$ cat src/design/lr_pkg.sv
// Shared constants and control types for the line rasterizer.
`timescale 1ns / 1ps
`default_nettype none
package lr_pkg;

  // Coordinate width of every endpoint and pixel field
  localparam int CW = 6;
  // Signed width of the decision variable: spans about +/- 4 * grid
  localparam int DW = CW + 3;
  // Default grid size along either axis
  localparam int GRID_SIZE_DEF = 64;

  // Stream payload widths, padded to whole bytes
  localparam int IN_TDATA_W  = 24;
  localparam int OUT_TDATA_W = 16;

  // Commands from the controller to the datapath
  typedef struct packed {
    logic load;  // latch a new segment and set up the stepping state
    logic step;  // move the current pixel to the output register and advance
  } lr_cmd_t;

  // Status from the datapath to the controller
  typedef struct packed {
    logic last;  // current pixel is the final one of the segment
  } lr_stat_t;

endpackage
`default_nettype wire

$ cat src/design/lr_ctrl.sv
// Controller for the line rasterizer: segment sequencing and output valid.
`timescale 1ns / 1ps
`default_nettype none
module lr_ctrl (
  input  wire logic             clk,
  input  wire logic             rst_n,
  input  wire logic             in_tvalid,
  output logic                  in_tready,
  output logic                  out_tvalid,
  input  wire logic             out_tready,
  output lr_pkg::lr_cmd_t       cmd,
  input  wire lr_pkg::lr_stat_t stat
);
  import lr_pkg::*;

  typedef enum logic [1:0] {
    ST_IDLE = 2'b01,
    ST_RUN  = 2'b10
  } lr_state_t;

  lr_state_t state_r, state_nxt;
  logic      out_valid_r, out_valid_nxt;

  // Issue commands: take a segment when idle, step when the output slot frees up
  always_comb begin
    cmd.load = (state_r == ST_IDLE) && in_tvalid;
    cmd.step = (state_r == ST_RUN) && (!out_valid_r || out_tready);
  end

  assign in_tready  = (state_r == ST_IDLE);
  assign out_tvalid = out_valid_r;

  // Next state: run until the final pixel has been moved out
  always_comb begin
    state_nxt = state_r;
    case (state_r)
      ST_IDLE: begin
        if (cmd.load) begin
          state_nxt = ST_RUN;
        end
      end
      ST_RUN: begin
        if (cmd.step && stat.last) begin
          state_nxt = ST_IDLE;
        end
      end
      default: begin
        state_nxt = ST_IDLE;
      end
    endcase
  end

  // Fill the output slot on a step, empty it when the beat is taken
  always_comb begin
    out_valid_nxt = out_valid_r;
    if (cmd.step) begin
      out_valid_nxt = 1'b1;
    end else if (out_tready) begin
      out_valid_nxt = 1'b0;
    end
  end

  always_ff @(posedge clk) begin
    if (!rst_n) begin
      state_r     <= ST_IDLE;
      out_valid_r <= 1'b0;
    end else begin
      state_r     <= state_nxt;
      out_valid_r <= out_valid_nxt;
    end
  end

endmodule
`default_nettype wire

$ cat src/design/lr_dp.sv
// Datapath for the line rasterizer: endpoint setup, midpoint stepping, output register.
`timescale 1ns / 1ps
`default_nettype none
module lr_dp #(
  parameter int GRID_SIZE = lr_pkg::GRID_SIZE_DEF
) (
  input  wire logic                          clk,
  input  wire logic [lr_pkg::IN_TDATA_W-1:0] in_tdata,
  input  wire lr_pkg::lr_cmd_t               cmd,
  output lr_pkg::lr_stat_t                   stat,
  output logic [lr_pkg::OUT_TDATA_W-1:0]     out_tdata,
  output logic                               out_tlast
);
  import lr_pkg::*;

  localparam logic [CW-1:0] MAX_C = CW'(GRID_SIZE - 1);

  function automatic logic [CW-1:0] clamp_c(input logic [CW-1:0] v);
    clamp_c = (v > MAX_C) ? MAX_C : v;
  endfunction

  function automatic logic signed [DW-1:0] sx(input logic [CW-1:0] v);
    sx = signed'({{(DW - CW){1'b0}}, v});
  endfunction

  // Stepping state
  logic [CW-1:0]        x_r, x_nxt, y_r, y_nxt;
  logic [CW-1:0]        dx_r, dx_nxt, ady_r, ady_nxt;
  logic [CW-1:0]        cnt_r, cnt_nxt;
  logic signed [DW-1:0] d_r, d_nxt;
  logic                 steep_r, steep_nxt, yneg_r, yneg_nxt;
  // Output register
  logic [CW-1:0]        px_r, py_r;
  logic                 plast_r;

  // Setup terms from the incoming beat
  logic [CW-1:0]        xa, ya, xb, yb, x0, y0, x1, y1;
  logic [CW-1:0]        sdx, sady;
  logic                 sneg, ssteep;
  // Step terms
  logic [CW-1:0]        minor, major;
  logic                 d_pos;

  assign stat.last = (cnt_r == '0);

  // Clamp, order endpoints so x rises, classify slope
  always_comb begin
    xa     = clamp_c(in_tdata[CW-1:0]);
    ya     = clamp_c(in_tdata[2*CW-1:CW]);
    xb     = clamp_c(in_tdata[3*CW-1:2*CW]);
    yb     = clamp_c(in_tdata[4*CW-1:3*CW]);
    x0     = (xa > xb) ? xb : xa;
    y0     = (xa > xb) ? yb : ya;
    x1     = (xa > xb) ? xa : xb;
    y1     = (xa > xb) ? ya : yb;
    sdx    = x1 - x0;
    sneg   = (y1 < y0);
    sady   = sneg ? (y0 - y1) : (y1 - y0);
    ssteep = (sady > sdx);
  end

  // Load the setup on cmd.load; on a step advance along the major axis, the minor axis when the decision is positive
  always_comb begin
    x_nxt     = x_r;
    y_nxt     = y_r;
    dx_nxt    = dx_r;
    ady_nxt   = ady_r;
    cnt_nxt   = cnt_r;
    d_nxt     = d_r;
    steep_nxt = steep_r;
    yneg_nxt  = yneg_r;
    minor     = steep_r ? dx_r : ady_r;
    major     = steep_r ? ady_r : dx_r;
    d_pos     = (d_r > 0);
    if (cmd.load) begin
      x_nxt     = x0;
      y_nxt     = y0;
      dx_nxt    = sdx;
      ady_nxt   = sady;
      steep_nxt = ssteep;
      yneg_nxt  = sneg;
      cnt_nxt   = ssteep ? sady : sdx;
      d_nxt     = ssteep ? ((sx(sdx) <<< 1) - sx(sady)) : ((sx(sady) <<< 1) - sx(sdx));
    end else if (cmd.step) begin
      cnt_nxt = cnt_r - 1'b1;
      if (d_pos) begin
        d_nxt = d_r + ((sx(minor) - sx(major)) <<< 1);
      end else begin
        d_nxt = d_r + (sx(minor) <<< 1);
      end
      if (!steep_r || d_pos) begin
        x_nxt = x_r + 1'b1;
      end
      if (steep_r || d_pos) begin
        y_nxt = yneg_r ? (y_r - 1'b1) : (y_r + 1'b1);
      end
    end
  end

  always_ff @(posedge clk) begin
    x_r     <= x_nxt;
    y_r     <= y_nxt;
    dx_r    <= dx_nxt;
    ady_r   <= ady_nxt;
    cnt_r   <= cnt_nxt;
    d_r     <= d_nxt;
    steep_r <= steep_nxt;
    yneg_r  <= yneg_nxt;
  end

  // Capture the current pixel into the output register
  always_ff @(posedge clk) begin
    if (cmd.step) begin
      px_r    <= x_r;
      py_r    <= y_r;
      plast_r <= (cnt_r == '0);
    end
  end

  assign out_tdata = {{(OUT_TDATA_W - 2 * CW){1'b0}}, py_r, px_r};
  assign out_tlast = plast_r;

endmodule
`default_nettype wire

$ cat src/design/line_rasterizer.sv
// Top level of the midpoint line rasterizer.
// The first pixel beat is registered: the segment is latched into the stepping state, and a
// step then moves the pixel into the output register. Throughput: one pixel per cycle while
// out_tready does not stall it; a segment holds the input until its final pixel is moved out.
// The next segment is taken while the final pixel still waits in the output register.
// Reset (synchronous, rst_n low) empties the output register and returns to idle.
`timescale 1ns / 1ps
`default_nettype none
module line_rasterizer #(
  parameter int GRID_SIZE = lr_pkg::GRID_SIZE_DEF
) (
  input  wire logic                          clk,
  input  wire logic                          rst_n,
  input  wire logic                          in_tvalid,
  output logic                               in_tready,
  // start_x[5:0], start_y[11:6], end_x[17:12], end_y[23:18]
  input  wire logic [lr_pkg::IN_TDATA_W-1:0] in_tdata,
  output logic                               out_tvalid,
  input  wire logic                          out_tready,
  // pixel_x[5:0], pixel_y[11:6], zeros above
  output logic [lr_pkg::OUT_TDATA_W-1:0]     out_tdata,
  output logic                               out_tlast
);
  import lr_pkg::*;

  lr_cmd_t  cmd;
  lr_stat_t stat;

  lr_ctrl u_ctrl (
    .clk       (clk),
    .rst_n     (rst_n),
    .in_tvalid (in_tvalid),
    .in_tready (in_tready),
    .out_tvalid(out_tvalid),
    .out_tready(out_tready),
    .cmd       (cmd),
    .stat      (stat)
  );

  lr_dp #(
    .GRID_SIZE(GRID_SIZE)
  ) u_dp (
    .clk      (clk),
    .in_tdata (in_tdata),
    .cmd      (cmd),
    .stat     (stat),
    .out_tdata(out_tdata),
    .out_tlast(out_tlast)
  );

endmodule
`default_nettype wire

$ cat config.mk
export PLATFORM = sky130hd
export DESIGN_NAME = line_rasterizer
export DESIGN_NICKNAME = d
export VERILOG_FILES = /design/src/design/lr_pkg.sv /design/src/design/lr_ctrl.sv /design/src/design/lr_dp.sv /design/src/design/line_rasterizer.sv
export SDC_FILE = /design/constraint.sdc
export NUM_CORES = 1
export LEC_CHECK = 0
export BUFFER_PORTS_ARGS = -buffer_cell sky130_fd_sc_hd__buf_2
export CORE_ASPECT_RATIO = 0.7
export CORE_MARGIN = 3
export CORE_UTILIZATION = 50
export CTS_BUF_LIST = sky130_fd_sc_hd__clkbuf_4 sky130_fd_sc_hd__clkbuf_8 sky130_fd_sc_hd__clkbuf_16
export CTS_CLUSTER_DIAMETER = 80
export DETAILED_ROUTE_END_ITERATION = 10
export HOLD_SLACK_MARGIN = 0.03
export PLACE_DENSITY = 0.69
export REMOVE_ABC_BUFFERS = 1
export SYNTH_ARGS = -nofsm -noshare
export SYNTH_HDL_FRONTEND = slang
export SYNTH_HIERARCHICAL = 1
export SYNTH_SLANG_ARGS = --single-unit
$ cat constraint.sdc
create_clock -name clk -period 16.1 [get_ports clk]
set_input_delay 4.025 -clock clk [delete_from_list [all_inputs] [get_ports clk]]
set_output_delay 4.025 -clock clk [all_outputs]
set_load 0.1 [all_outputs]
# After elaboration in Yosys (flattened, before gate mapping)
# Cells that the tools add are included.
[word_totals]
regBits = 57
wordCells = 83
[op_classes]
add_sub_neg = 12
order_cmp = 8
n_eq_ne = 4
n_mux = 30
reduce_logical = 16
[ops]
columns = ["cell", "n"]
rows = [
  ["6-bit 2-to-1 mux", 21],
  ["9-bit 2-to-1 mux", 4],
  ["6-bit > comparator, second input constant", 4],
  ["9-bit by 8-bit adder with 9-bit output", 2],
  ["6-bit subtractor", 3],
  ["7-bit by 6-bit subtractor with 8-bit output", 2],
  ["6-bit by 1-bit adder with 6-bit output, second input constant", 2],
  ["6-bit > comparator", 2],
  ["6-bit by 1-bit subtractor with 6-bit output, second input constant", 2],
  ["9-bit by 1-bit > comparator with 1-bit output, second input constant", 1],
  ["2-bit nonzero test", 4],
  ["6-bit by 6-bit subtractor with 7-bit output", 1],
  ["6-bit zero test", 1],
  ["6-bit < comparator", 1],
  ["2-bit AND reduction", 3],
  ["2-bit 2-to-1 mux", 2],
  ["2-bit case mux with 2 select lines", 1],
  ["1-bit logical AND", 3],
  ["1-bit logical OR", 3],
  ["2-bit by 1-bit == test with 1-bit output, second input constant", 1],
  ["2-bit == test, second input constant", 1],
  ["1-bit zero test", 2],
  ["1-bit 2-to-1 mux", 2],
  ["2-bit by 1-bit != test with 1-bit output, second input constant", 1],
  ["2-bit != test, second input constant", 1],
]

# Longest topological paths before layout
[logic_depth]
ltp_word = 9
depth_mapped = 31
ltp_nobuf = 28

# Modules after synthesis
# The synthesis kept the hierarchy.
[by_module_without_submodules]
columns = ["module", "instances", "cells_each", "area_each_um2", "seq_area_each_um2"]
rows = [
  ["lr_dp", 1, 542, 5062.4, 1621.6],
  ["lr_ctrl", 1, 13, 133.9, 60.1],
]

# Worst setup path before layout
# OpenSTA, ideal clock, no wires.
[synth_timing]
kind = "input-to-reg"
startpoint = "in in_tdata[5] (netlist bit)"
endpoint = "reg u_dp.d_r[6], data pin"
setup_time_ps = 265
t_arrival_ps = 9827
slack_ps = 6007
stages = 28
path_buffers = 4
cell_sequence = "clkbuf_1 ha_1 inv_1 a211o_1 nand2_1 nor2_1 nor2_1 clkbuf_1 a21boi_0 ha_1 and3b_1 or2_2 a311oi_2 o211ai_1 a221oi_4 buf_6 mux2_1 o21ai_0 xor2_1 ha_1 a21o_1 a21oi_1 o21ai_0 o21a_1 clkbuf_1 nand2_1 nor4_1 or3_1"
[synth_between]
elab_chain_len = 9
word_cells_on_any_way = 17
classes_between = "5 x add/sub; 4 x order compare; 8 x mux"
[synth_lines]
columns = ["element", "line_no", "text"]
rows = [
  ["from (decl)", "line_rasterizer.sv:17", "input wire logic [lr_pkg::IN_TDATA_W-1:0] in_tdata,"],
  ["6-bit > comparator", "lr_dp.sv:19", "clamp_c = (v > MAX_C) ? MAX_C : v;"],
  ["6-bit 2-to-1 mux (*)", "lr_dp.sv:19", ""],
  ["6-bit > comparator (*)", "lr_dp.sv:53, lr_dp.sv:55", ""],
  ["6-bit 2-to-1 mux, on equally long branches", "lr_dp.sv:55, lr_dp.sv:53", ""],
  ["6-bit < comparator (*)", "lr_dp.sv:57", "sneg = (y1 < y0);"],
  ["net u_dp.sneg", "lr_dp.sv:39", "logic sneg, ssteep;"],
  ["6-bit 2-to-1 mux (*)", "lr_dp.sv:58", "sady = sneg ? (y0 - y1) : (y1 - y0);"],
  ["net u_dp.sady[4]", "lr_dp.sv:38", "logic [CW-1:0] sdx, sady;"],
  ["7-bit by 6-bit subtractor with 8-bit output / 6-bit > comparator (equally long branches)", "lr_dp.sv:83, lr_dp.sv:59", ""],
  ["9-bit 2-to-1 mux (*)", "lr_dp.sv:83", "d_nxt = ssteep ? ((sx(sdx) <<< 1) - sx(sady)) : ((sx(sady) <<< 1) - sx(sdx));"],
  ["9-bit 2-to-1 mux (*)", "lr_dp.sv:75", "if (cmd.load) begin"],
  ["net u_dp.d_nxt[6]", "lr_dp.sv:30", "logic signed [DW-1:0] d_r, d_nxt;"],
  ["to (signal assigned)", "lr_dp.sv:106", "d_r <= d_nxt;"],
  ["to (decl)", "lr_dp.sv:30", ""],
]
# The timed path passes the listed nets; every way through them passes the cells marked *.
# A chain may end at the register's enable or synchronous reset.

# Worst setup path in the final report
[layout_timing]
startpoint = "in in_tdata[5] (netlist bit)"
endpoint = "reg u_dp.d_r[6], data pin"
[layout_between]
elab_chain_len = 9
word_cells_on_any_way = 17
classes_between = "5 x add/sub; 4 x order compare; 8 x mux"
[layout_lines]
columns = ["element", "line_no"]
rows = [
  ["6-bit > comparator", "lr_dp.sv:19"],
  ["6-bit 2-to-1 mux (*)", "lr_dp.sv:19"],
  ["6-bit > comparator (*)", "lr_dp.sv:53, lr_dp.sv:55"],
  ["6-bit 2-to-1 mux, on equally long branches", "lr_dp.sv:55, lr_dp.sv:53"],
  ["6-bit subtractor / 6-bit < comparator (equally long branches)", "lr_dp.sv:58, lr_dp.sv:57"],
  ["6-bit 2-to-1 mux (*)", "lr_dp.sv:58"],
  ["net u_dp.sady[5]", "lr_dp.sv:38"],
  ["7-bit by 6-bit subtractor with 8-bit output / 6-bit > comparator (equally long branches)", "lr_dp.sv:83, lr_dp.sv:59"],
  ["9-bit 2-to-1 mux (*)", "lr_dp.sv:83"],
  ["9-bit 2-to-1 mux (*)", "lr_dp.sv:75"],
  ["net u_dp.d_nxt[6]", "lr_dp.sv:30"],
]
# Marks and branches as above.

==> run metrics <==
Worst-Margin Slew=0.875 ns; DRT iter0 DRCs=365; TritonCTS clock tree=yes; drt first pass iters=5; area of the multi-input gates=3200 um^2; FMAX=88.3 MHz; CTS max path bufs=2; vias per cell=5.84; # rows=30; Fin Setup TNS=0 ns; Layout Nets=662; final setup vio count=0; die height=91.3 um; Power Density=192 nW/um^2; maxcap violations=0; largest stage delay on the critical path=0.71 ns; post-synth top area share=31.2%; slowest library cell on the worst path=o21ai_4; H-tree Lvls=3; clock tree sinks=57; HP Start=u_dp/y_r[2]$_DFFE_PP_; clock skew=0.00876 ns; RePlAce Congestion=0.934; sw power=0.467 mW; Yosys cell types=71; Area Growth Syn to Fin=10.5%; Synth warnings=6; reg2reg path depth=16; Async S/R FF share, synth=0%; Seq pwr share=22.9%; Seq/Total Area, Yosys=32.4%; worst r2r src=u_dp/steep_r$_DFFE_PP_; Core Region=9910 um^2; clk root buf=clkbuf_16; Remaining Overflow, GRT=0; worst vdd ir=0.0845 mV; WS Path Type=primary input to flop; Final ANT Viol Nets=0; post-DP HPWL=9.35 mm; Comb pwr share=58.8%; FF+latch count, synth=57; worst path required time=16.17 ns; total track usage=21.8%; largest net degree at the start of global routing=72; Switching Share=42.3%; die area=11700 um^2; top-count cell post-synth=edfxtp_1; synthesized cell area=5200 um^2; # diodes=0; R2R Path End=u_dp/d_r[8]$_DFFE_PN_; Die X-Extent=128 um; initial antenna violation count=0; EDFF count, synth=54; final hold violations=0; largest area contributor in the netlist=edfxtp_1; final worst-path cycle share=70.4%; post-CTS setup buffers=0; Post-route DRC=0; largest cells by area after synthesis=edfxtp_1, ha_1, mux2i_1; Leak=2.54 nW; hold path endpoint=u_dp/py_r[2]$_DFFE_PP_; crit path DAT=11.40 ns; ratio of cells with drive above 1 in the final layout=13.6%; vias in the first global route=4063; Tot Pwr=1.10 mW; wire per inst=17.1 um; internal power=0.636 mW; Clock transition at path regs=0.05 ns; Clock Power Share=18.3%; outcome=complete, no violations; Hold Crit Depth=0; fin crit period=11.33 ns; # fillers=875; Port Buffers=42; initial core utilization=52.4%; syn_area_per_cell=9.36 um^2; Startpoint Class=primary input; r2r setup slk=12.07 ns; post-synthesis cell count=555; CP Capture Type=flop; DRT Wirelength=12.2 mm; RSZ-0062 raised after global routing=false; Final Max Tran Viols=0; crit-path max FO=24; first-pass GRT wire length=20.4 mm; I/O pin count=47; Top FF cell, synth=edfxtp_1; cell mode on critical path=ha_1; Slew HR=41.7%; register area=1680 um^2; final core utilization=57.9%; cts bufs inserted=9; later-pin clock latency in the skew report=0.33 ns; class of the worst hold path=flop to flop; post-cts sizing count=0; cts hold-fix bufs=0; Post-synth top cells=edfxtp_1, nor2_1, nand2_1; via count=4176
stage by stage:
step	setup WS, ns	cell area, um^2	instances	hold slack [ns]
floorplan	5.71	5030	526	0.433
global placement	5.19	5430	699	0.443
detailed placement	4.68	5430	699	0.453
CTS	4.90	5740	715	0.466
global route	4.36	5740	715	0.478
finish	4.77	5740	715	0.466
layout make-up:
type	instances	area share [%]
Timing Repair Buffer	45	4.05
Sequential cell	57	29.3
Clock buffer	10	4.05
Inverter	41	2.68
Multi-Input combinational cell	428	55.7
Tap cell	128	2.79
Clock inverter	6	1.42
placed cells by master (no fill, tap or decap), types with 8 or more instances in the layout:
cell / instances
edfxtp_1: 54
nor2_1: 47
nand2_1: 46
ha_1: 45
buf_2: 42
a21oi_1: 40
inv_1: 39
mux2i_1: 32
xnor2_1: 26
o21ai_0: 22
xor2_1: 14
nor2b_1: 13
a21o_1: 13
nand2b_1: 10
clkbuf_16: 9
a31oi_1: 8
nand3_1: 8
mux2_2: 8
cells by family after synthesis:
logic type | count (synthesis) | synth area share [%]
buffers and inverters | 73 | 6.31
flip-flops | 57 | 32.4
multiplexers | 41 | 8.11
AO/OA/AOI/OAI | 131 | 17.1
AND/OR/NAND/NOR | 156 | 14.5
other | 1 | 0.0722
XOR/XNOR | 42 | 7.59
adder cells (fa/ha/maj) | 54 | 13.9
how the worst max path moves through the flow:
stage / cells after the start / to / slack, ns / from
global placement: 25 / u_dp/d_r[6]$_DFFE_PN_ / 5.19 / in_tdata[5]
CTS: 25 / u_dp/d_r[6]$_DFFE_PN_ / 4.90 / in_tdata[5]
finish: 25 / u_dp/d_r[6]$_DFFE_PN_ / 4.77 / in_tdata[5]
detailed placement: 25 / u_dp/d_r[6]$_DFFE_PN_ / 4.68 / in_tdata[5]
global route: 26 / u_dp/d_r[6]$_DFFE_PN_ / 4.36 / in_tdata[17]
floorplan: 26 / u_dp/d_r[6]$_DFFE_PN_ / 5.71 / in_tdata[17]
worst max-delay path: cells and delay by family:
kind                       cells  cell delay, ns
xor gates and xnor gates       1            0.15
buffers and inverters          2            0.41
AOI/OAI and AO/OA             10            3.71
and+or+nand+nor                7            1.51
adders and majority gates      3            1.11
muxes                          2            0.50
power by group through the flow:
stage / clock network [mW] / logic (mW) / registers, mW
final: 0.202 / 0.649 / 0.252
after global routing: 0.214 / 0.731 / 0.257
after CTS: 0.205 / 0.641 / 0.253
after detailed placement: 0 / 0.636 / 0.255
after global placement: 0 / 0.615 / 0.253
after floorplan: 0 / 0.500 / 0.249
layer usage:
metal	GRT usage (%)	vias to the layer above	part of all wire [%]	wire length, um
met5	0	-	0	0
li1	-	2024	-	-
met3	4.17	14	7.0	860
met4	7.86	0	1.6	193
met1	33.2	1970	51	6180
met2	30.4	168	41	4970
flip-flops by register name, indices dropped and copies added, names as in the netlist:
name               flops
u_dp/d_r               9
u_dp/out_tlast         1
u_dp/y_r               6
u_dp/px_r              6
u_dp/steep_r           1
u_dp/x_r               6
u_dp/py_r              6
u_dp/cnt_r             6
u_dp/ady_r             6
u_ctrl/state_r         2
u_dp/yneg_r            1
u_ctrl/out_tvalid      1
u_dp/dx_r              6
(Power assumes the default switching activity.)
